## src/hw/rtl/lpbp_pkg.sv

```systemverilog
// shared constants, codes and types for the page buffer pool frame table
// no dependencies
`timescale 1ns / 1ps

package lpbp_pkg;

   localparam int FRAMES_DEF     = 16;
   localparam int PIN_BITS_DEF   = 8;
   localparam int TABLE_BITS     = 4;
   localparam int PAGE_BITS      = 32;
   localparam int FRAME_OUT_BITS = 4;

   typedef enum logic {
      OP_GET = 1'b0,
      OP_PUT = 1'b1
   } opcode_type;

   typedef enum logic [1:0] {
      ST_OK          = 2'd0,
      ST_NO_VICTIM   = 2'd1,
      ST_NOT_RESIDENT = 2'd2
   } status_type;

   typedef struct packed {
      logic [FRAME_OUT_BITS-1:0] frame_index;
      logic                      hit;
      logic                      fetch_needed;
      logic                      writeback_needed;
      status_type                status;
   } result_type;

endpackage

```

## src/hw/rtl/lpbp_if.sv

```systemverilog
// request and response channel interfaces of the page buffer pool
// depends on lpbp_pkg
`timescale 1ns / 1ps

interface lpbp_req_if;
   logic                             valid;
   logic                             ready;
   lpbp_pkg::opcode_type             opcode;
   logic [lpbp_pkg::TABLE_BITS-1:0]  table_number;
   logic [lpbp_pkg::PAGE_BITS-1:0]   page_number;
   logic                             modified;

   modport source (output valid, opcode, table_number, page_number, modified, input ready);
   modport sink (input valid, opcode, table_number, page_number, modified, output ready);
endinterface

interface lpbp_rsp_if;
   logic                                 valid;
   logic                                 ready;
   logic [lpbp_pkg::FRAME_OUT_BITS-1:0]  frame_index;
   logic                                 hit;
   logic                                 fetch_needed;
   logic                                 writeback_needed;
   lpbp_pkg::status_type                 status;

   modport source (output valid, frame_index, hit, fetch_needed, writeback_needed, status,
                   input ready);
   modport sink (input valid, frame_index, hit, fetch_needed, writeback_needed, status,
                 output ready);
endinterface

```

## src/hw/rtl/lpbp_ram.sv

```systemverilog
// generic simple dual port ram, one write and one registered read port
// no dependencies
`timescale 1ns / 1ps

module lpbp_ram #(
   parameter int WIDTH = 8,
   parameter int DEPTH = 16
) (
   input  logic                     clock,
   input  logic                     we,
   input  logic [$clog2(DEPTH)-1:0] waddr,
   input  logic [WIDTH-1:0]         wdata,
   input  logic                     re,
   input  logic [$clog2(DEPTH)-1:0] raddr,
   output logic [WIDTH-1:0]         rdata
);

   logic [WIDTH-1:0] mem_ff [DEPTH];
   logic [WIDTH-1:0] rdata_ff;

   always_ff @(posedge clock) begin
      if (we) begin
         mem_ff[waddr] <= wdata;
      end
      if (re) begin
         rdata_ff <= mem_ff[raddr];
      end
   end

   assign rdata = rdata_ff;

endmodule

```

## src/hw/rtl/lru_page_buffer_pool.sv

```systemverilog
// frame table of a page buffer pool: lookup, pin counts, lru victim choice
// depends on lpbp_pkg, lpbp_if and lpbp_ram
//
//   channel  dir  carries
//   req_ch   in   opcode, table_number, page_number, modified
//   rsp_ch   out  frame_index, hit, fetch_needed, writeback_needed, status
//
// each request starts with a tag scan over the frame ram; a get hit or a put miss
// ends there, while a get miss and a put hit then walk the recency ram (the victim
// walk also reads the frame ram per position)
// one request in flight; the next is taken while a response waits for the sink
// reset is synchronous and needs no clearing pass: per-frame and per-position
// valid bits stand for the reset contents

`timescale 1ns / 1ps

module lru_page_buffer_pool #(
   parameter int FRAMES   = lpbp_pkg::FRAMES_DEF,
   parameter int PIN_BITS = lpbp_pkg::PIN_BITS_DEF
) (
   input  logic      clock,
   input  logic      reset,
   lpbp_req_if.sink  req_ch,
   lpbp_rsp_if.source rsp_ch
);

   localparam int IW      = $clog2(FRAMES);
   localparam int CW      = IW + 1;
   localparam int TB      = lpbp_pkg::TABLE_BITS;
   localparam int PB      = lpbp_pkg::PAGE_BITS;
   localparam int EW      = TB + PB + PIN_BITS + 1;
   localparam int PIN_LO  = 1;
   localparam int PG_LO   = PIN_BITS + 1;
   localparam int TBL_LO  = PIN_BITS + PB + 1;
   localparam logic [PIN_BITS-1:0] PIN_MAX = '1;

   typedef enum logic [2:0] {
      S_IDLE,
      S_SCAN,
      S_VWALK,
      S_RWALK,
      S_DONE
   } state_type;

   state_type               state_ff, state_in;
   logic [CW-1:0]           cnt_ff, cnt_in;
   logic                    v1_ff, v1_in, v2_ff, v2_in;
   logic [IW-1:0]           a1_ff, a1_in, a2_ff, a2_in;
   logic                    found_ff, found_in;
   logic [IW-1:0]           fidx_ff, fidx_in;
   logic [EW-1:0]           fdata_ff, fdata_in;
   lpbp_pkg::opcode_type    op_ff, op_in;
   logic [TB-1:0]           tbl_ff, tbl_in;
   logic [PB-1:0]           pg_ff, pg_in;
   logic                    mod_ff, mod_in;
   lpbp_pkg::result_type    res_ff, res_in, rsp_ff, rsp_in;
   logic                    rsp_valid_ff, rsp_valid_in;
   logic [FRAMES-1:0]       fvalid_ff, fvalid_in, rvalid_ff, rvalid_in;

   logic                    f_we, r_we;
   logic [IW-1:0]           f_waddr, f_raddr, r_waddr, r_raddr;
   logic [EW-1:0]           f_wdata, f_rdata;
   logic [IW-1:0]           r_wdata, r_rdata;

   logic                    issue;
   logic [IW-1:0]           order;
   logic [PIN_BITS-1:0]     pin, new_pin;
   logic                    new_dirty;

   lpbp_ram #(.WIDTH(EW), .DEPTH(FRAMES)) u_frame_ram (
      .clock (clock), .we (f_we), .waddr (f_waddr), .wdata (f_wdata),
      .re (1'b1), .raddr (f_raddr), .rdata (f_rdata)
   );

   lpbp_ram #(.WIDTH(IW), .DEPTH(FRAMES)) u_recency_ram (
      .clock (clock), .we (r_we), .waddr (r_waddr), .wdata (r_wdata),
      .re (1'b1), .raddr (r_raddr), .rdata (r_rdata)
   );

   assign issue = cnt_ff < CW'(FRAMES);
   assign order = rvalid_ff[a1_ff] ? r_rdata : a1_ff;
   assign pin   = fdata_ff[PIN_LO +: PIN_BITS];

   always_comb begin
      state_in     = state_ff;
      cnt_in       = cnt_ff;
      v1_in        = 1'b0;
      v2_in        = 1'b0;
      a1_in        = a1_ff;
      a2_in        = a2_ff;
      found_in     = found_ff;
      fidx_in      = fidx_ff;
      fdata_in     = fdata_ff;
      op_in        = op_ff;
      tbl_in       = tbl_ff;
      pg_in        = pg_ff;
      mod_in       = mod_ff;
      res_in       = res_ff;
      rsp_in       = rsp_ff;
      rsp_valid_in = rsp_valid_ff && !rsp_ch.ready;
      fvalid_in    = fvalid_ff;
      rvalid_in    = rvalid_ff;
      f_we         = 1'b0;
      f_waddr      = fidx_ff;
      f_wdata      = fdata_ff;
      f_raddr      = cnt_ff[IW-1:0];
      r_we         = 1'b0;
      r_waddr      = a1_ff;
      r_wdata      = order;
      r_raddr      = cnt_ff[IW-1:0];
      new_pin      = pin;
      new_dirty    = fdata_ff[0];

      case (state_ff)
         S_IDLE: begin
            if (req_ch.valid) begin
               op_in    = req_ch.opcode;
               tbl_in   = req_ch.table_number;
               pg_in    = req_ch.page_number;
               mod_in   = req_ch.modified;
               cnt_in   = '0;
               found_in = 1'b0;
               state_in = S_SCAN;
            end
         end
         S_SCAN: begin
            if (issue) begin
               cnt_in = cnt_ff + CW'(1);
            end
            v1_in = issue;
            a1_in = cnt_ff[IW-1:0];
            if (v1_ff && fvalid_ff[a1_ff] && !found_ff
                && f_rdata[TBL_LO +: TB] == tbl_ff && f_rdata[PG_LO +: PB] == pg_ff) begin
               found_in = 1'b1;
               fidx_in  = a1_ff;
               fdata_in = f_rdata;
            end
            if (!issue && !v1_ff) begin
               res_in   = '{frame_index: '0, hit: 1'b0, fetch_needed: 1'b0,
                            writeback_needed: 1'b0, status: lpbp_pkg::ST_OK};
               cnt_in   = '0;
               found_in = 1'b0;
               if (op_ff == lpbp_pkg::OP_GET) begin
                  if (found_ff) begin
                     new_pin = (pin == PIN_MAX) ? pin : pin + PIN_BITS'(1);
                     f_we    = 1'b1;
                     f_wdata = {fdata_ff[EW-1:PG_LO], new_pin, new_dirty};
                     res_in.frame_index = lpbp_pkg::FRAME_OUT_BITS'(fidx_ff);
                     res_in.hit         = 1'b1;
                     state_in           = S_DONE;
                  end else begin
                     state_in = S_VWALK;
                  end
               end else begin
                  if (found_ff) begin
                     new_pin   = (pin == '0) ? pin : pin - PIN_BITS'(1);
                     new_dirty = fdata_ff[0] | mod_ff;
                     f_we      = 1'b1;
                     f_wdata   = {fdata_ff[EW-1:PG_LO], new_pin, new_dirty};
                     res_in.frame_index      = lpbp_pkg::FRAME_OUT_BITS'(fidx_ff);
                     res_in.hit              = 1'b1;
                     res_in.writeback_needed = (new_pin == '0) && new_dirty;
                     state_in                = S_RWALK;
                  end else begin
                     res_in.status = lpbp_pkg::ST_NOT_RESIDENT;
                     state_in      = S_DONE;
                  end
               end
            end
         end
         S_VWALK: begin
            if (issue) begin
               cnt_in = cnt_ff + CW'(1);
            end
            v1_in   = issue;
            a1_in   = cnt_ff[IW-1:0];
            f_raddr = order;
            v2_in   = v1_ff;
            a2_in   = order;
            if (v2_ff && !found_ff
                && (!fvalid_ff[a2_ff] || f_rdata[PIN_LO +: PIN_BITS] == '0)) begin
               found_in = 1'b1;
               fidx_in  = a2_ff;
            end
            if (!issue && !v1_ff && !v2_ff) begin
               if (found_ff) begin
                  f_we                = 1'b1;
                  f_waddr             = fidx_ff;
                  f_wdata             = {tbl_ff, pg_ff, PIN_BITS'(1), 1'b0};
                  fvalid_in[fidx_ff]  = 1'b1;
                  res_in.frame_index  = lpbp_pkg::FRAME_OUT_BITS'(fidx_ff);
                  res_in.fetch_needed = 1'b1;
               end else begin
                  res_in.status = lpbp_pkg::ST_NO_VICTIM;
               end
               state_in = S_DONE;
            end
         end
         S_RWALK: begin
            if (issue) begin
               cnt_in = cnt_ff + CW'(1);
            end
            v1_in = issue;
            a1_in = cnt_ff[IW-1:0];
            if (v1_ff) begin
               if (found_ff) begin
                  r_we                       = 1'b1;
                  r_waddr                    = a1_ff - IW'(1);
                  r_wdata                    = order;
                  rvalid_in[a1_ff - IW'(1)]  = 1'b1;
               end
               if (order == fidx_ff) begin
                  found_in = 1'b1;
               end
            end
            if (!issue && !v1_ff) begin
               r_we                     = 1'b1;
               r_waddr                  = IW'(FRAMES - 1);
               r_wdata                  = fidx_ff;
               rvalid_in[IW'(FRAMES - 1)] = 1'b1;
               state_in                 = S_DONE;
            end
         end
         S_DONE: begin
            if (!rsp_valid_ff || rsp_ch.ready) begin
               rsp_in       = res_ff;
               rsp_valid_in = 1'b1;
               state_in     = S_IDLE;
            end
         end
         default: begin
            state_in = S_IDLE;
         end
      endcase
   end

   always_ff @(posedge clock) begin
      if (reset) begin
         state_ff     <= S_IDLE;
         v1_ff        <= 1'b0;
         v2_ff        <= 1'b0;
         found_ff     <= 1'b0;
         cnt_ff       <= '0;
         rsp_valid_ff <= 1'b0;
         fvalid_ff    <= '0;
         rvalid_ff    <= '0;
      end else begin
         state_ff     <= state_in;
         v1_ff        <= v1_in;
         v2_ff        <= v2_in;
         found_ff     <= found_in;
         cnt_ff       <= cnt_in;
         rsp_valid_ff <= rsp_valid_in;
         fvalid_ff    <= fvalid_in;
         rvalid_ff    <= rvalid_in;
      end
      a1_ff    <= a1_in;
      a2_ff    <= a2_in;
      fidx_ff  <= fidx_in;
      fdata_ff <= fdata_in;
      op_ff    <= op_in;
      tbl_ff   <= tbl_in;
      pg_ff    <= pg_in;
      mod_ff   <= mod_in;
      res_ff   <= res_in;
      rsp_ff   <= rsp_in;
   end

   assign req_ch.ready            = (state_ff == S_IDLE);
   assign rsp_ch.valid            = rsp_valid_ff;
   assign rsp_ch.frame_index      = rsp_ff.frame_index;
   assign rsp_ch.hit              = rsp_ff.hit;
   assign rsp_ch.fetch_needed     = rsp_ff.fetch_needed;
   assign rsp_ch.writeback_needed = rsp_ff.writeback_needed;
   assign rsp_ch.status           = rsp_ff.status;

   // frame and recency rams are never written in the same cycle
   assert property (@(posedge clock) disable iff (reset) !(f_we && r_we))
      else $error("frame and recency writes overlap");

   // error responses carry no frame and no flags
   assert property (@(posedge clock) disable iff (reset)
      rsp_valid_ff && rsp_ff.status != lpbp_pkg::ST_OK |->
         rsp_ff.frame_index == '0 && !rsp_ff.hit && !rsp_ff.fetch_needed
         && !rsp_ff.writeback_needed)
      else $error("error response with flags set");

   // a fetch is only asked for on a miss
   assert property (@(posedge clock) disable iff (reset)
      rsp_valid_ff && rsp_ff.fetch_needed |-> !rsp_ff.hit && !rsp_ff.writeback_needed)
      else $error("fetch on a hit");

   // a victim retag always leaves its frame valid
   assert property (@(posedge clock) disable iff (reset)
      state_ff == S_VWALK && f_we |=> fvalid_ff[$past(f_waddr)])
      else $error("retagged frame not valid");

endmodule

```

## src/flat_wrapper.sv

```systemverilog
// flat-port wrapper written by rule: the top's interface ports become plain ports
module lru_page_buffer_pool_flat 
#(
   parameter int FRAMES   = lpbp_pkg::FRAMES_DEF,
   parameter int PIN_BITS = lpbp_pkg::PIN_BITS_DEF
)
  (clock, reset, req_ch_valid, req_ch_opcode, req_ch_table_number, req_ch_page_number, req_ch_modified, req_ch_ready, rsp_ch_valid, rsp_ch_frame_index, rsp_ch_hit, rsp_ch_fetch_needed, rsp_ch_writeback_needed, rsp_ch_status, rsp_ch_ready);
  lpbp_req_if req_ch_i ();
  lpbp_rsp_if rsp_ch_i ();
  input  logic clock;
  input  logic reset;
  input wire logic [$bits(req_ch_i.valid)-1:0] req_ch_valid;
  input wire logic [$bits(req_ch_i.opcode)-1:0] req_ch_opcode;
  input wire logic [$bits(req_ch_i.table_number)-1:0] req_ch_table_number;
  input wire logic [$bits(req_ch_i.page_number)-1:0] req_ch_page_number;
  input wire logic [$bits(req_ch_i.modified)-1:0] req_ch_modified;
  output wire logic [$bits(req_ch_i.ready)-1:0] req_ch_ready;
  output wire logic [$bits(rsp_ch_i.valid)-1:0] rsp_ch_valid;
  output wire logic [$bits(rsp_ch_i.frame_index)-1:0] rsp_ch_frame_index;
  output wire logic [$bits(rsp_ch_i.hit)-1:0] rsp_ch_hit;
  output wire logic [$bits(rsp_ch_i.fetch_needed)-1:0] rsp_ch_fetch_needed;
  output wire logic [$bits(rsp_ch_i.writeback_needed)-1:0] rsp_ch_writeback_needed;
  output wire logic [$bits(rsp_ch_i.status)-1:0] rsp_ch_status;
  input wire logic [$bits(rsp_ch_i.ready)-1:0] rsp_ch_ready;
  assign req_ch_i.valid = req_ch_valid;
  assign req_ch_i.opcode = req_ch_opcode;
  assign req_ch_i.table_number = req_ch_table_number;
  assign req_ch_i.page_number = req_ch_page_number;
  assign req_ch_i.modified = req_ch_modified;
  assign req_ch_ready = req_ch_i.ready;
  assign rsp_ch_valid = rsp_ch_i.valid;
  assign rsp_ch_frame_index = rsp_ch_i.frame_index;
  assign rsp_ch_hit = rsp_ch_i.hit;
  assign rsp_ch_fetch_needed = rsp_ch_i.fetch_needed;
  assign rsp_ch_writeback_needed = rsp_ch_i.writeback_needed;
  assign rsp_ch_status = rsp_ch_i.status;
  assign rsp_ch_i.ready = rsp_ch_ready;
  lru_page_buffer_pool #(.FRAMES(FRAMES), .PIN_BITS(PIN_BITS)) u_core (.clock(clock), .reset(reset), .req_ch(req_ch_i), .rsp_ch(rsp_ch_i));
endmodule
```

## config.mk

```make
export PLATFORM = sky130hd
export DESIGN_NAME = lru_page_buffer_pool_flat
export DESIGN_NICKNAME = d
export VERILOG_FILES = /design/src/hw/rtl/lpbp_pkg.sv /design/src/hw/rtl/lpbp_if.sv /design/src/hw/rtl/lpbp_ram.sv /design/src/hw/rtl/lru_page_buffer_pool.sv /design/src/flat_wrapper.sv
export SDC_FILE = /design/constraint.sdc
export NUM_CORES = 1
export LEC_CHECK = 0
export BUFFER_PORTS_ARGS = -buffer_cell sky130_fd_sc_hd__buf_2
export CORE_ASPECT_RATIO = 0.9
export CORE_UTILIZATION = 25
export DETAILED_ROUTE_END_ITERATION = 10
export GPL_ROUTABILITY_DRIVEN = 1
export REMOVE_ABC_BUFFERS = 1
export SYNTH_ARGS = -nofsm -noshare
export SYNTH_HDL_FRONTEND = slang
export SYNTH_SLANG_ARGS = --single-unit
```

## constraint.sdc

```tcl
create_clock -name clock -period 6.85 [get_ports clock]
set_clock_uncertainty 0.15 [all_clocks]
set_input_delay 0.685 -clock clock [delete_from_list [all_inputs] [get_ports clock]]
set_output_delay 0.685 -clock clock [all_outputs]
set_load 0.05 [all_outputs]
```

==> flow_metrics.tcl <==
set metrics [dict create \
    overflow 0 \
    wl_um 101000 \
    cts_sinks 990 \
    synth-simple-area-share_pct 7.30 \
    clkPwrFrac_pct 42.4 \
    synth.distinct_cells 62 \
    clk-insertion-delay-late_ns 0.68 \
    synth_top_family_by_area "compound AO/OA/AOI/OAI gates" \
    ir_drop_uv 161 \
    layout-drive-gt1-share_pct 14.2 \
    drc 0 \
    p_int_w 0.00991 \
    final-instance-count-excl-fill 4757 \
    syn_to_final_growth_pct 15.5 \
    viasPerCell 4.81 \
    start_util_pct 25.3 \
    h-tree-depth 3 \
    avgSynthCellArea_um2 15.4 \
    pin_count 53 \
    synth_xor_area_share_pct 1.04 \
    die-area_um2 160000 \
    grt_pass1_wl_um 148000 \
    cts_buffers 100 \
    wl_per_cell_um 21.2 \
    yosysWarnings 0 \
    whs_ns 0.0432 \
    first_global_vias 22100 \
    synth_fa_ha_area_share_pct 0.285 \
    clockBufferDepth 3 \
    hold_viol_final 0 \
    place.port_buffers 52 \
    power_density_nw_per_um2 277 \
    dr.pass1.iters 6 \
    syn_area_um2 39500 \
    die_w_um 421 \
    critical_path_class "flip-flop to flip-flop" \
    netlist_instances 2556 \
    cp.required_ns 7.26 \
    rsz0062_at_grt "false" \
    clock-root-buffer "clkbuf_16" \
    relSlewSlack_pct 18.3 \
    vias 22900 \
    grt_start_max_net_pins 151 \
    cp.arrival_ns 5.48 \
    finalCritPeriodShare_pct 74.1 \
    seqPwrFrac_pct 52.6 \
    place_hpwl_um 53300 \
    tns_ns 0 \
    gp_congestion 0.788 \
    final_nets 2638 \
    worst_pin_slew_ns 1.23 \
    crit_path_start_kind "flip-flop" \
    async_reset_ff_share_pct 0 \
    row_count 137 \
    max_freq_ghz 0.197 \
    total_leakage_power_nw 15.3 \
    switching_share_pct 21.6 \
    grtUsageTotal_pct 12.4 \
    ys_seq_area_share_pct 72.9 \
    cp-end-kind "flip-flop" \
    die_h_um 379 \
    hold_class "input pin to flip-flop" \
    ys_seq_elements 990 \
    synth-compound-area-share_pct 10.7 \
    route.antenna.remaining_nets 0 \
    synth_mux_area_share_pct 5.48 \
    post-route-min-period_ns 5.08 \
    ys.flop_type "edfxtp_1" \
    p_comb_share_pct 5.0 \
    synth_edf_count 897 \
    core_um2 156000 \
    clkTransAtPathRegs_ns 0.06 \
    setup_viol 0 \
    crit_fanout 150 \
    status "completed" \
    max_cap_viol_count 0 \
    antenna_found_initial 0 \
    drt_iter0_drc 2371 \
    cts_tree "built" \
    p_switching_w 0.00272 \
    drv_slew 0 \
    dp_cells 4565 \
    cts_resized 0 \
]
==> cells by family (layout without fill, tap and decap cells) <==
family / count (synthesis) / count (layout)
flops: 990 / 990
compound gates: 570 / 570
simple gates: 556 / 556
buf+inv: 214 / 328
mux: 170 / 170
xor+xnor: 47 / 47
fa+ha+maj: 9 / 9
other cells: 0 / 2
==> registers in the layout (all words and copies together), names as in the netlist, 5 cells and up <==
name / cells
u_core.u_frame_ram.rdata: 45
u_core.u_recency_ram.mem_ff: 64
u_core.cnt_ff: 5
u_core.pg_ff: 32
u_core.fvalid_ff: 16
u_core.fdata_ff: 45
u_core.u_frame_ram.mem_ff: 720
u_core.rvalid_ff: 16
u_core.res_ff: 9
==> metrics by stage <==
stage	worst slack, ns	util (%)	power (W)	area (um2)
floorplan	-8.10	-	0.00719	38700
global placement	1.89	27.2	0.00740	42300
detailed placement	1.84	27.2	0.00741	42300
CTS	1.84	29.3	0.0127	45600
global route	1.40	29.3	0.0130	45600
finish	1.77	29.3	0.0126	45600
==> repair_timing <==
action,CTS,global route
hold endpoints to repair,5,0
hold buffers,5,0
setup buffers,0,0
==> cells in the mapped netlist (all sizes together) (6+ instances only) <==
cell type	count	area share, %
edfxtp	897	68
a221oi	138	3.1
and3	138	2.2
nand2	131	1.3
clkbuf	127	1.2
a21oi	125	1.6
nor2	102	0.99
mux2i	101	2.6
dfxtp	93	4.7
a211oi	92	1.9
buf	63	0.85
and2	52	0.82
or3	52	0.82
o31ai	51	0.98
a21boi	45	0.86
o32ai	45	1.0
xnor2	41	0.91
mux2	37	1.1
a31oi	32	0.54
mux4	32	1.8
nor3	24	0.30
o21ai	24	0.30
inv	23	0.22
nand2b	12	0.21
nand3	12	0.15
nand4	11	0.17
ha	9	0.29
nor2b	7	0.11
nor4	7	0.11
xor2	6	0.13
==> layout make-up <==
type	instances	area, um2
clock inverters	47	450
diodes	2	5.00
well taps	2085	2610
repair buffers	119	888
clock buffers	138	2780
flip-flops and latches	990	28800
fillers	15400	110000
inverters	24	90.1
multi-input cells	1352	9970
==> worst paths after layout <==
| check | start | endpoint | slack [ns] | cells after the start |
|---|---|---|---|---|
| max | u_core.a1_ff[0]$_DFFE_PN_ | u_core.u_frame_ram.rdata[29]$_DFF_P_ | 1.77 | 10 |
| min | req_ch_page_number[19] | u_core.pg_ff[19]$_DFFE_PP_ | 0.04 | 1 |
| max reg2reg | u_core.a1_ff[0]$_DFFE_PN_ | u_core.u_frame_ram.rdata[29]$_DFF_P_ | 1.77 | 10 |
| min reg2reg | u_core.res_ff[6]$_DFFE_PP_ | u_core.rsp_ch.frame_index[1]$_DFFE_PP_ | 0.27 | 0 |
==> critical path, stage by stage (launching register included) <==
cell and delay (ns):
edfxtp_1 0.95, mux2i_1 0.17, a221oi_1 0.37, a22o_1 0.52, mux2i_4 0.45, buf_12 0.50, buf_4 0.71, a21boi_0 0.22
o31ai_1 0.29, o32ai_1 0.12, or3_1 0.38
==> cell usage in the layout (no fill, tap or decap), types with 19 or more instances in the layout <==
cell | netlist | routed
a21boi_0 | 45 | 45
edfxtp_1 | 897 | 897
or3_1 | 52 | 51
o32ai_1 | 45 | 45
clkbuf_1 | 127 | 27
a31oi_1 | 30 | 29
nand2_1 | 130 | 130
a211oi_1 | 77 | 77
mux2_2 | 36 | 36
mux2i_1 | 100 | 99
buf_2 | 46 | 52
dfxtp_1 | 93 | 92
buf_4 | 3 | 53
and3_1 | 138 | 138
o21ai_0 | 24 | 24
xnor2_1 | 41 | 41
a221oi_1 | 138 | 138
clkbuf_16 | 0 | 102
o31ai_1 | 50 | 50
inv_1 | 21 | 21
mux4_2 | 32 | 32
nor2_1 | 101 | 89
a21oi_1 | 125 | 125
and2_1 | 52 | 49
nor3_1 | 24 | 19
==> routing by layer <==
layer	up-vias	global-route usage, %	routed length, um
met2	808	19.1	45800
met1	11700	17.7	45900
met3	147	2.26	6840
met4	0	3.54	2490
li1	10200	-	-
met5	-	0	0
==> power by group through the flow <==
stage          combinational [W]  sequential (W)  clock, W
2_1_floorplan           0.000440         0.00675         0
3_3_place_gp            0.000624         0.00678         0
3_5_place_dp            0.000630         0.00678         0
4_1_cts                 0.000635         0.00665   0.00546
5_1_grt                 0.000686         0.00665   0.00569
6_report                0.000630         0.00665   0.00536
No activity file was read; power rests on OpenSTA's default activity.
